===== src/hdl/necir_pkg.sv =====
`timescale 1ns / 1ps

package necir_pkg;

   localparam int STAMP_W  = 16;
   localparam int UNIT_W   = 11;
   localparam int TOL_W    = 10;
   localparam int STATUS_W = 3;
   localparam int WORD_W   = 16;
   localparam int BITS_W   = 6;
   localparam int COUNT_W  = 5;
   localparam int CSR_IDX_W  = 1;
   localparam int CSR_DATA_W = UNIT_W;

   // Signed width for the timing bounds: the largest bound stays below 2^17.
   localparam int BOUND_W = 19;

   localparam logic [UNIT_W-1:0] UNIT_RESET = 11'd562;
   localparam logic [TOL_W-1:0]  TOL_RESET  = 10'd100;

   localparam logic [CSR_IDX_W-1:0] CSR_UNIT = 1'd0;
   localparam logic [CSR_IDX_W-1:0] CSR_TOL  = 1'd1;

   localparam logic [STATUS_W-1:0] ST_BUSY   = 3'd0;
   localparam logic [STATUS_W-1:0] ST_DONE   = 3'd1;
   localparam logic [STATUS_W-1:0] ST_LONG   = 3'd2;
   localparam logic [STATUS_W-1:0] ST_SHORT  = 3'd3;
   localparam logic [STATUS_W-1:0] ST_INV    = 3'd4;
   localparam logic [STATUS_W-1:0] ST_REPEAT = 3'd5;

   localparam logic [BITS_W-1:0] FRAME_BITS = 6'd32;
   localparam logic [BITS_W-1:0] HALF_BITS  = 6'd16;

   typedef struct packed {
      logic lead_long;
      logic lead_short;
      logic lead_repeat;
      logic bit_long;
      logic bit_short;
      logic bit_one;
   } bound_flags_type;

   typedef struct packed {
      logic [STATUS_W-1:0] status;
      logic [WORD_W-1:0]   frame_word;
      logic [BITS_W-1:0]   bits_taken;
   } result_type;

endpackage


===== src/hdl/necir_bounds.sv =====
`timescale 1ns / 1ps

module necir_bounds (
   input  logic [necir_pkg::STAMP_W-1:0] interval,
   input  logic [necir_pkg::UNIT_W-1:0]  unit_ticks,
   input  logic [necir_pkg::TOL_W-1:0]   tolerance_ticks,
   output necir_pkg::bound_flags_type    flags
);
   import necir_pkg::*;

   logic signed [BOUND_W-1:0] t_s;
   logic signed [BOUND_W-1:0] u_s;
   logic signed [BOUND_W-1:0] e_s;
   logic signed [BOUND_W-1:0] hdr;

   assign t_s = signed'({{(BOUND_W-STAMP_W){1'b0}}, interval});
   assign u_s = signed'({{(BOUND_W-UNIT_W){1'b0}}, unit_ticks});
   assign e_s = signed'({{(BOUND_W-TOL_W){1'b0}}, tolerance_ticks});

   // Leader mark of 15.5 units, rounded down: 31u / 2.
   assign hdr = ((u_s <<< 5) - u_s) >>> 1;

   always_comb begin
      flags.bit_long    = t_s > ((u_s <<< 2) + e_s);
      flags.bit_short   = t_s < ((u_s <<< 1) - e_s);
      flags.bit_one     = t_s >= ((u_s <<< 2) - e_s);
      flags.lead_long   = t_s > (hdr + (u_s <<< 3) + (e_s <<< 3));
      flags.lead_short  = t_s < (hdr + (u_s <<< 2) - e_s);
      flags.lead_repeat = t_s < (hdr + (u_s <<< 3) - e_s);
   end

endmodule


===== src/hdl/necir_core.sv =====
`timescale 1ns / 1ps

module necir_core (
   input  logic                          clock,
   input  logic                          reset,
   input  logic                          fire,
   input  logic [necir_pkg::STAMP_W-1:0] stamp,
   input  logic [necir_pkg::UNIT_W-1:0]  unit_ticks,
   input  logic [necir_pkg::TOL_W-1:0]   tolerance_ticks,
   output necir_pkg::result_type         result
);
   import necir_pkg::*;

   localparam logic [1:0] MODE_ARM  = 2'd0;
   localparam logic [1:0] MODE_LEAD = 2'd1;
   localparam logic [1:0] MODE_DATA = 2'd2;

   localparam logic [COUNT_W-1:0] CNT_ADDR     = 5'd7;
   localparam logic [COUNT_W-1:0] CNT_ADDR_INV = 5'd15;
   localparam logic [COUNT_W-1:0] CNT_CMD      = 5'd23;
   localparam logic [COUNT_W-1:0] CNT_CMD_INV  = 5'd31;

   logic [1:0]         mode_ff, mode_in;
   logic [COUNT_W-1:0] count_ff, count_in;
   logic [STAMP_W-1:0] last_stamp_ff;
   logic [WORD_W-1:0]  word_ff, word_in;
   logic [7:0]         shift_ff, shift_in;
   logic [STAMP_W-1:0] interval;
   logic [7:0]         shifted;
   logic [BITS_W-1:0]  next_bits;
   bound_flags_type    flags;

   assign interval  = stamp - last_stamp_ff;
   assign next_bits = {1'b0, count_ff} + 6'd1;

   necir_bounds u_bounds (
      .interval        (interval),
      .unit_ticks      (unit_ticks),
      .tolerance_ticks (tolerance_ticks),
      .flags           (flags)
   );

   assign shifted = {flags.bit_one, shift_ff[7:1]};

   always_comb begin
      mode_in           = mode_ff;
      count_in          = count_ff;
      word_in           = word_ff;
      shift_in          = shift_ff;
      result.status     = ST_BUSY;
      result.bits_taken = '0;
      case (mode_ff)
         MODE_DATA: begin
            if (flags.bit_long || flags.bit_short) begin
               result.status     = flags.bit_long ? ST_LONG : ST_SHORT;
               result.bits_taken = {1'b0, count_ff};
               mode_in           = MODE_LEAD;
               count_in          = '0;
            end else begin
               shift_in          = shifted;
               count_in          = count_ff + 5'd1;
               result.bits_taken = next_bits;
               case (count_ff)
                  CNT_ADDR: word_in = {shifted, 8'h00};
                  CNT_ADDR_INV: begin
                     if (~word_ff[15:8] != shifted) begin
                        result.status     = ST_INV;
                        result.bits_taken = HALF_BITS;
                        mode_in           = MODE_LEAD;
                        count_in          = '0;
                     end
                  end
                  CNT_CMD: word_in = word_ff | {8'h00, shifted};
                  CNT_CMD_INV: begin
                     result.bits_taken = FRAME_BITS;
                     count_in          = '0;
                     if (~word_ff[7:0] != shifted) begin
                        result.status = ST_INV;
                        mode_in       = MODE_LEAD;
                     end else begin
                        result.status = ST_DONE;
                        mode_in       = MODE_ARM;
                     end
                  end
                  default: ;
               endcase
            end
         end
         MODE_LEAD: begin
            count_in = '0;
            if (flags.lead_long) begin
               result.status = ST_LONG;
            end else if (flags.lead_short) begin
               result.status = ST_SHORT;
            end else if (flags.lead_repeat) begin
               result.status = ST_REPEAT;
            end else begin
               mode_in = MODE_DATA;
            end
         end
         default: begin
            mode_in  = MODE_LEAD;
            count_in = '0;
         end
      endcase
      result.frame_word = word_in;
   end

   always_ff @(posedge clock) begin
      if (reset) begin
         mode_ff       <= MODE_ARM;
         count_ff      <= '0;
         last_stamp_ff <= '0;
         word_ff       <= '0;
         shift_ff      <= '0;
      end else if (fire) begin
         mode_ff       <= mode_in;
         count_ff      <= count_in;
         last_stamp_ff <= stamp;
         word_ff       <= word_in;
         shift_ff      <= shift_in;
      end
   end

endmodule


===== src/hdl/nec_ir_frame_decoder_unit.sv =====
`timescale 1ns / 1ps

// Channel   Direction  Handshake           Payload
// req       in         req_valid/stall     req_edge_stamp (timer stamp of one falling edge)
// rsp       out        rsp_valid/stall     rsp_status, rsp_frame_word, rsp_bits_taken
// csr       in         csr_write_en        csr_index, csr_write_data
//
// Each edge word is held in the input register and is then decoded into the
// result register; one word can be taken in every cycle while the result is not
// stalled.
// Synchronous reset restores the default timing registers and waits for a leader.
// A stalled result holds the pipeline; the input side stalls only when the
// input register is full and cannot move on.
module nec_ir_frame_decoder_unit (
   input  logic                             clock,
   input  logic                             reset,
   input  logic                             req_valid,
   output logic                             req_stall,
   input  logic [necir_pkg::STAMP_W-1:0]    req_edge_stamp,
   output logic                             rsp_valid,
   input  logic                             rsp_stall,
   output logic [necir_pkg::STATUS_W-1:0]   rsp_status,
   output logic [necir_pkg::WORD_W-1:0]     rsp_frame_word,
   output logic [necir_pkg::BITS_W-1:0]     rsp_bits_taken,
   input  logic                             csr_write_en,
   input  logic [necir_pkg::CSR_IDX_W-1:0]  csr_index,
   input  logic [necir_pkg::CSR_DATA_W-1:0] csr_write_data
);
   import necir_pkg::*;

   logic [UNIT_W-1:0]  unit_ff;
   logic [TOL_W-1:0]   tol_ff;
   logic               in_valid_ff;
   logic [STAMP_W-1:0] in_stamp_ff;
   logic               out_valid_ff;
   result_type         out_ff;
   result_type         result;
   logic               advance;
   logic               fire;

   assign advance   = !out_valid_ff || !rsp_stall;
   assign fire      = in_valid_ff && advance;
   assign req_stall = in_valid_ff && !advance;

   always_ff @(posedge clock) begin
      if (reset) begin
         unit_ff <= UNIT_RESET;
         tol_ff  <= TOL_RESET;
      end else if (csr_write_en) begin
         case (csr_index)
            CSR_UNIT: unit_ff <= csr_write_data;
            CSR_TOL:  tol_ff  <= csr_write_data[TOL_W-1:0];
            default: ;
         endcase
      end
   end

   always_ff @(posedge clock) begin
      if (reset) begin
         in_valid_ff <= 1'b0;
      end else if (!req_stall) begin
         in_valid_ff <= req_valid;
      end
   end

   always_ff @(posedge clock) begin
      if (req_valid && !req_stall) begin
         in_stamp_ff <= req_edge_stamp;
      end
   end

   necir_core u_core (
      .clock           (clock),
      .reset           (reset),
      .fire            (fire),
      .stamp           (in_stamp_ff),
      .unit_ticks      (unit_ff),
      .tolerance_ticks (tol_ff),
      .result          (result)
   );

   always_ff @(posedge clock) begin
      if (reset) begin
         out_valid_ff <= 1'b0;
      end else if (advance) begin
         out_valid_ff <= in_valid_ff;
      end
   end

   always_ff @(posedge clock) begin
      if (fire) begin
         out_ff <= result;
      end
   end

   assign rsp_valid      = out_valid_ff;
   assign rsp_status     = out_ff.status;
   assign rsp_frame_word = out_ff.frame_word;
   assign rsp_bits_taken = out_ff.bits_taken;

endmodule


===== config.mk =====
export PLATFORM = sky130hd
export DESIGN_NAME = nec_ir_frame_decoder_unit
export DESIGN_NICKNAME = d
export VERILOG_FILES = /design/src/hdl/necir_pkg.sv /design/src/hdl/necir_bounds.sv /design/src/hdl/necir_core.sv /design/src/hdl/nec_ir_frame_decoder_unit.sv
export SDC_FILE = /design/constraint.sdc
export NUM_CORES = 1
export LEC_CHECK = 0
export BUFFER_PORTS_ARGS = -buffer_cell sky130_fd_sc_hd__buf_2
export CORE_ASPECT_RATIO = 0.5
export CORE_MARGIN = 2
export CORE_UTILIZATION = 65
export CTS_BUF_LIST = sky130_fd_sc_hd__clkbuf_2
export CTS_CLUSTER_SIZE = 24
export DETAILED_ROUTE_END_ITERATION = 10
export HOLD_SLACK_MARGIN = 0.06
export PLACE_DENSITY = 0.82
export SYNTH_ARGS = -nofsm -noshare
export SYNTH_HDL_FRONTEND = slang
export SYNTH_SLANG_ARGS = --single-unit
export TNS_END_PERCENT = 1

===== constraint.sdc =====
create_clock -name clock -period 8.5 [get_ports clock]
set_input_delay 1.7 -clock clock [delete_from_list [all_inputs] [get_ports clock]]
set_output_delay 1.7 -clock clock [all_outputs]
set_load 0.05 [all_outputs]

==> impl_metrics.py <==
metrics = {
    "outcome": {
        "status": "finished clean",
    },
    "global_route": {
        "grt_overflow": 0,
        "grt_usage": 0.332,
        "grt_max_degree": 61,
        "first_global_vias": 10300,
        "grt_pass1_wl_mm": 51.5,
        "antenna_found_initial": 0,
    },
    "die": {
        "core.rowCount": 34,
        "core_area_um2": 17500,
        "initial_utilization": 0.668,
        "die-area_um2": 19100,
        "die_w_um": 194,
        "io_pins": 60,
        "die_y_um": 98.8,
    },
    "synthesis": {
        "synth_xor_xnor_area_share": 0.0846,
        "synth_cells": 1385,
        "yosys.area_share.simple": 0.171,
        "synth_area_um2": 11700,
        "synth-adder-area-share": 0.232,
        "ys_warn_count": 0,
        "synth_top_family_by_area": "adder cells",
        "ys_types": 94,
        "synthMuxAreaShare": 0.0339,
        "synth_ff_type": "dfxtp_1",
        "synth_edf_count": 41,
        "async_reset_ff_frac": 0,
        "synth_compound_area_frac": 0.212,
        "ys_ff_latch": 110,
        "yosysSeqAreaShare": 0.224,
        "syn-num-nets": 1630,
        "postSynthAreaPerCell_um2": 8.43,
    },
    "power": {
        "p_leak_nw": 5.16,
        "peakVddDrop_v": 0.000171,
        "power_density_nw_per_um2": 206,
    },
    "cts": {
        "cts_root_buffer": "clkbuf_2",
        "cts_setup_buffers": 0,
        "htree_levels": 3,
        "cts_buffer_depth": 2,
        "cts_resized": 0,
        "cts_hold_buf": 0,
        "cts_buffers": 9,
        "cts_sinks": 110,
        "cts_tree": "done",
        "clock_latency_ps": 650,
        "clk_pin_slew_ps": 420,
    },
    "hold_path": {
        "min_from": "u_core.last_stamp_ff[6]",
        "worstHoldPathCells": 2,
        "hold_path_end": "u_core.last_stamp_ff[6]",
        "hold_class": "flop to flop",
    },
    "layout": {
        "fin_nets": 1682,
        "fin_cells": 1676,
        "syn_to_final_growth_pct": 5.91,
        "finish.utilization": 0.708,
        "antenna_cells": 0,
        "drive_above_1_share": 0.0929,
    },
    "placed_design": {
        "place.gp.congestion": 1.04,
        "place_ws_ps": 1590,
        "dp_hpwl_mm": 25.3,
        "port_buffers": 59,
        "place_inst": 1660,
    },
    "sta": {
        "max_slew_margin": 0.235,
        "rsz0062_at_grt": "false",
        "tightest_slew_ps": 1140,
        "period_minus_slack_ps": 7110,
        "worst_slack_ps": 1390,
        "slew_viol_final": 0,
        "finalSetupViolCount": 0,
        "fin_crit_sh": 0.837,
        "finalClockSkew_ps": 56.8,
        "final_hold_viol_count": 0,
        "fmax_mhz": 141,
        "fin_setup_tns_ps": 0,
    },
    "worst_setup_path": {
        "max_stage_delay_ps": 690,
        "cp.arrival_ps": 7730,
        "reg2reg_from": "unit_ff[6]",
        "r2r_slack_ps": 1390,
        "worstPathMaxFanout": 11,
        "end_kind": "flop",
        "worst_r2r_endpoint": "u_core.mode_ff[0]",
        "crit_type": "flop to flop",
        "crit_top_cell": "ha_1",
        "r2r_cells": 25,
        "worstPathRequired_ps": 9120,
        "cpMaxStageDelayCell": "dfxtp_1",
        "crit_path_start_kind": "flop",
    },
    "job": {
        "max-cap-violations": 0,
    },
    "route": {
        "finalWirelength_mm": 31.9,
        "firstDrtPassIters": 6,
        "drt_iter0_markers": 927,
        "wl_per_cell_um": 19.0,
        "drc": 0,
        "ant_nets": 0,
        "num_vias": 10700,
        "vias_per_cell": 6.38,
    },
}
## cells in the mapped netlist (17+ instances only)
library cell | number | area, um^2
ha_1 | 205 | 2560
nand2_1 | 132 | 495
a21oi_1 | 129 | 646
nor2_1 | 102 | 383
inv_1 | 101 | 379
xnor2_1 | 75 | 657
dfxtp_1 | 69 | 1380
o21ai_0 | 60 | 300
edfxtp_1 | 41 | 1230
xor2_1 | 36 | 315
nand3_1 | 33 | 165
nand2b_1 | 27 | 169
a21o_1 | 24 | 180
clkbuf_1 | 23 | 86.3
o21a_1 | 20 | 150
mux2i_1 | 19 | 190
nor3_1 | 19 | 95.1
a211oi_1 | 17 | 128
mux2_2 | 17 | 191
## per-stage QoR
step	area [um^2]	hold WS, ps	power (mW)
after floorplan	11700	436	1.85
after global placement	12200	442	2.16
after detailed placement	12200	448	2.23
after CTS	12400	474	2.53
after global routing	12400	490	2.77
final	12400	472	2.55
## worst max path at each step
| stage | start | cells past startpoint | end |
|---|---|---|---|
| floorplan | unit_ff[6] | 27 | u_core.mode_ff[0] |
| global placement | unit_ff[6] | 27 | u_core.mode_ff[0] |
| detailed placement | unit_ff[6] | 27 | u_core.mode_ff[0] |
| CTS | unit_ff[6] | 27 | u_core.mode_ff[0] |
| global route | unit_ff[6] | 25 | u_core.mode_ff[0] |
| finish | unit_ff[6] | 25 | u_core.mode_ff[0] |
## cells by family after synthesis
kind of cell / Yosys count
AND/OR/NAND/NOR: 406
AO/OA/AOI/OAI: 376
adder cells (fa/ha/maj): 212
buffers and inverters: 132
XOR/XNOR: 112
flip-flops: 110
multiplexers: 37
## worst max-delay path: cells and delay by family (launching register included)
kind | cells | cell delay (ps)
AO/OA/AOI/OAI | 7 | 1840
adder cells (fa/ha/maj) | 4 | 1330
buffers and inverters | 1 | 170
XOR/XNOR | 2 | 340
AND/OR/NAND/NOR | 11 | 2700
flip-flops | 1 | 690
## placed cells by master (no fill, tap or decap), types with 16 or more instances in the layout
master,netlist,routed
a21oi_1,129,129
dfxtp_1,69,69
xnor2_1,75,75
o211ai_1,16,16
nor3_1,19,19
nor2b_1,16,16
ha_1,205,205
o21a_1,20,20
a21o_1,24,24
mux2_2,17,17
nand3_1,33,33
inv_1,101,101
buf_2,1,59
nor2_1,102,102
o21ai_0,60,60
a211oi_1,17,17
nand2b_1,27,27
mux2i_1,19,19
nand2_1,132,132
edfxtp_1,41,41
xor2_1,36,36
## final cells by class
type	count	area [um^2]
well taps	234	293
clock buffers	9	45.0
clock inverters	7	98.8
multi-input cells	1143	8560
inverters	104	390
fillers	1383	5110
repair buffers	69	370
flip-flops and latches	110	2610
## per-layer routing
layer,routed length (um),GRT usage
met1,14500,0.461
met2,13900,0.540
met3,2940,0.0637
met4,599,0.0722
met5,0,0
## where the power goes
part | switching, mW | internal [mW] | total [mW]
combinational | 0.978 | 0.694 | 1.67
sequential | 0.0249 | 0.571 | 0.596
clock | 0.226 | 0.0572 | 0.283
total | 1.23 | 1.32 | 2.55
## sequential cells by signal (all words and copies together), names as in the netlist
register	flops
in_valid_ff	1
u_core.last_stamp_ff	16
rsp_valid	1
u_core.mode_ff	2
rsp_bits_taken	6
in_stamp_ff	16
unit_ff	11
u_core.shift_ff	7
u_core.count_ff	5
rsp_status	3
tol_ff	10
u_core.word_ff	16
rsp_frame_word	16
No activity file was read; power rests on OpenSTA's default activity.
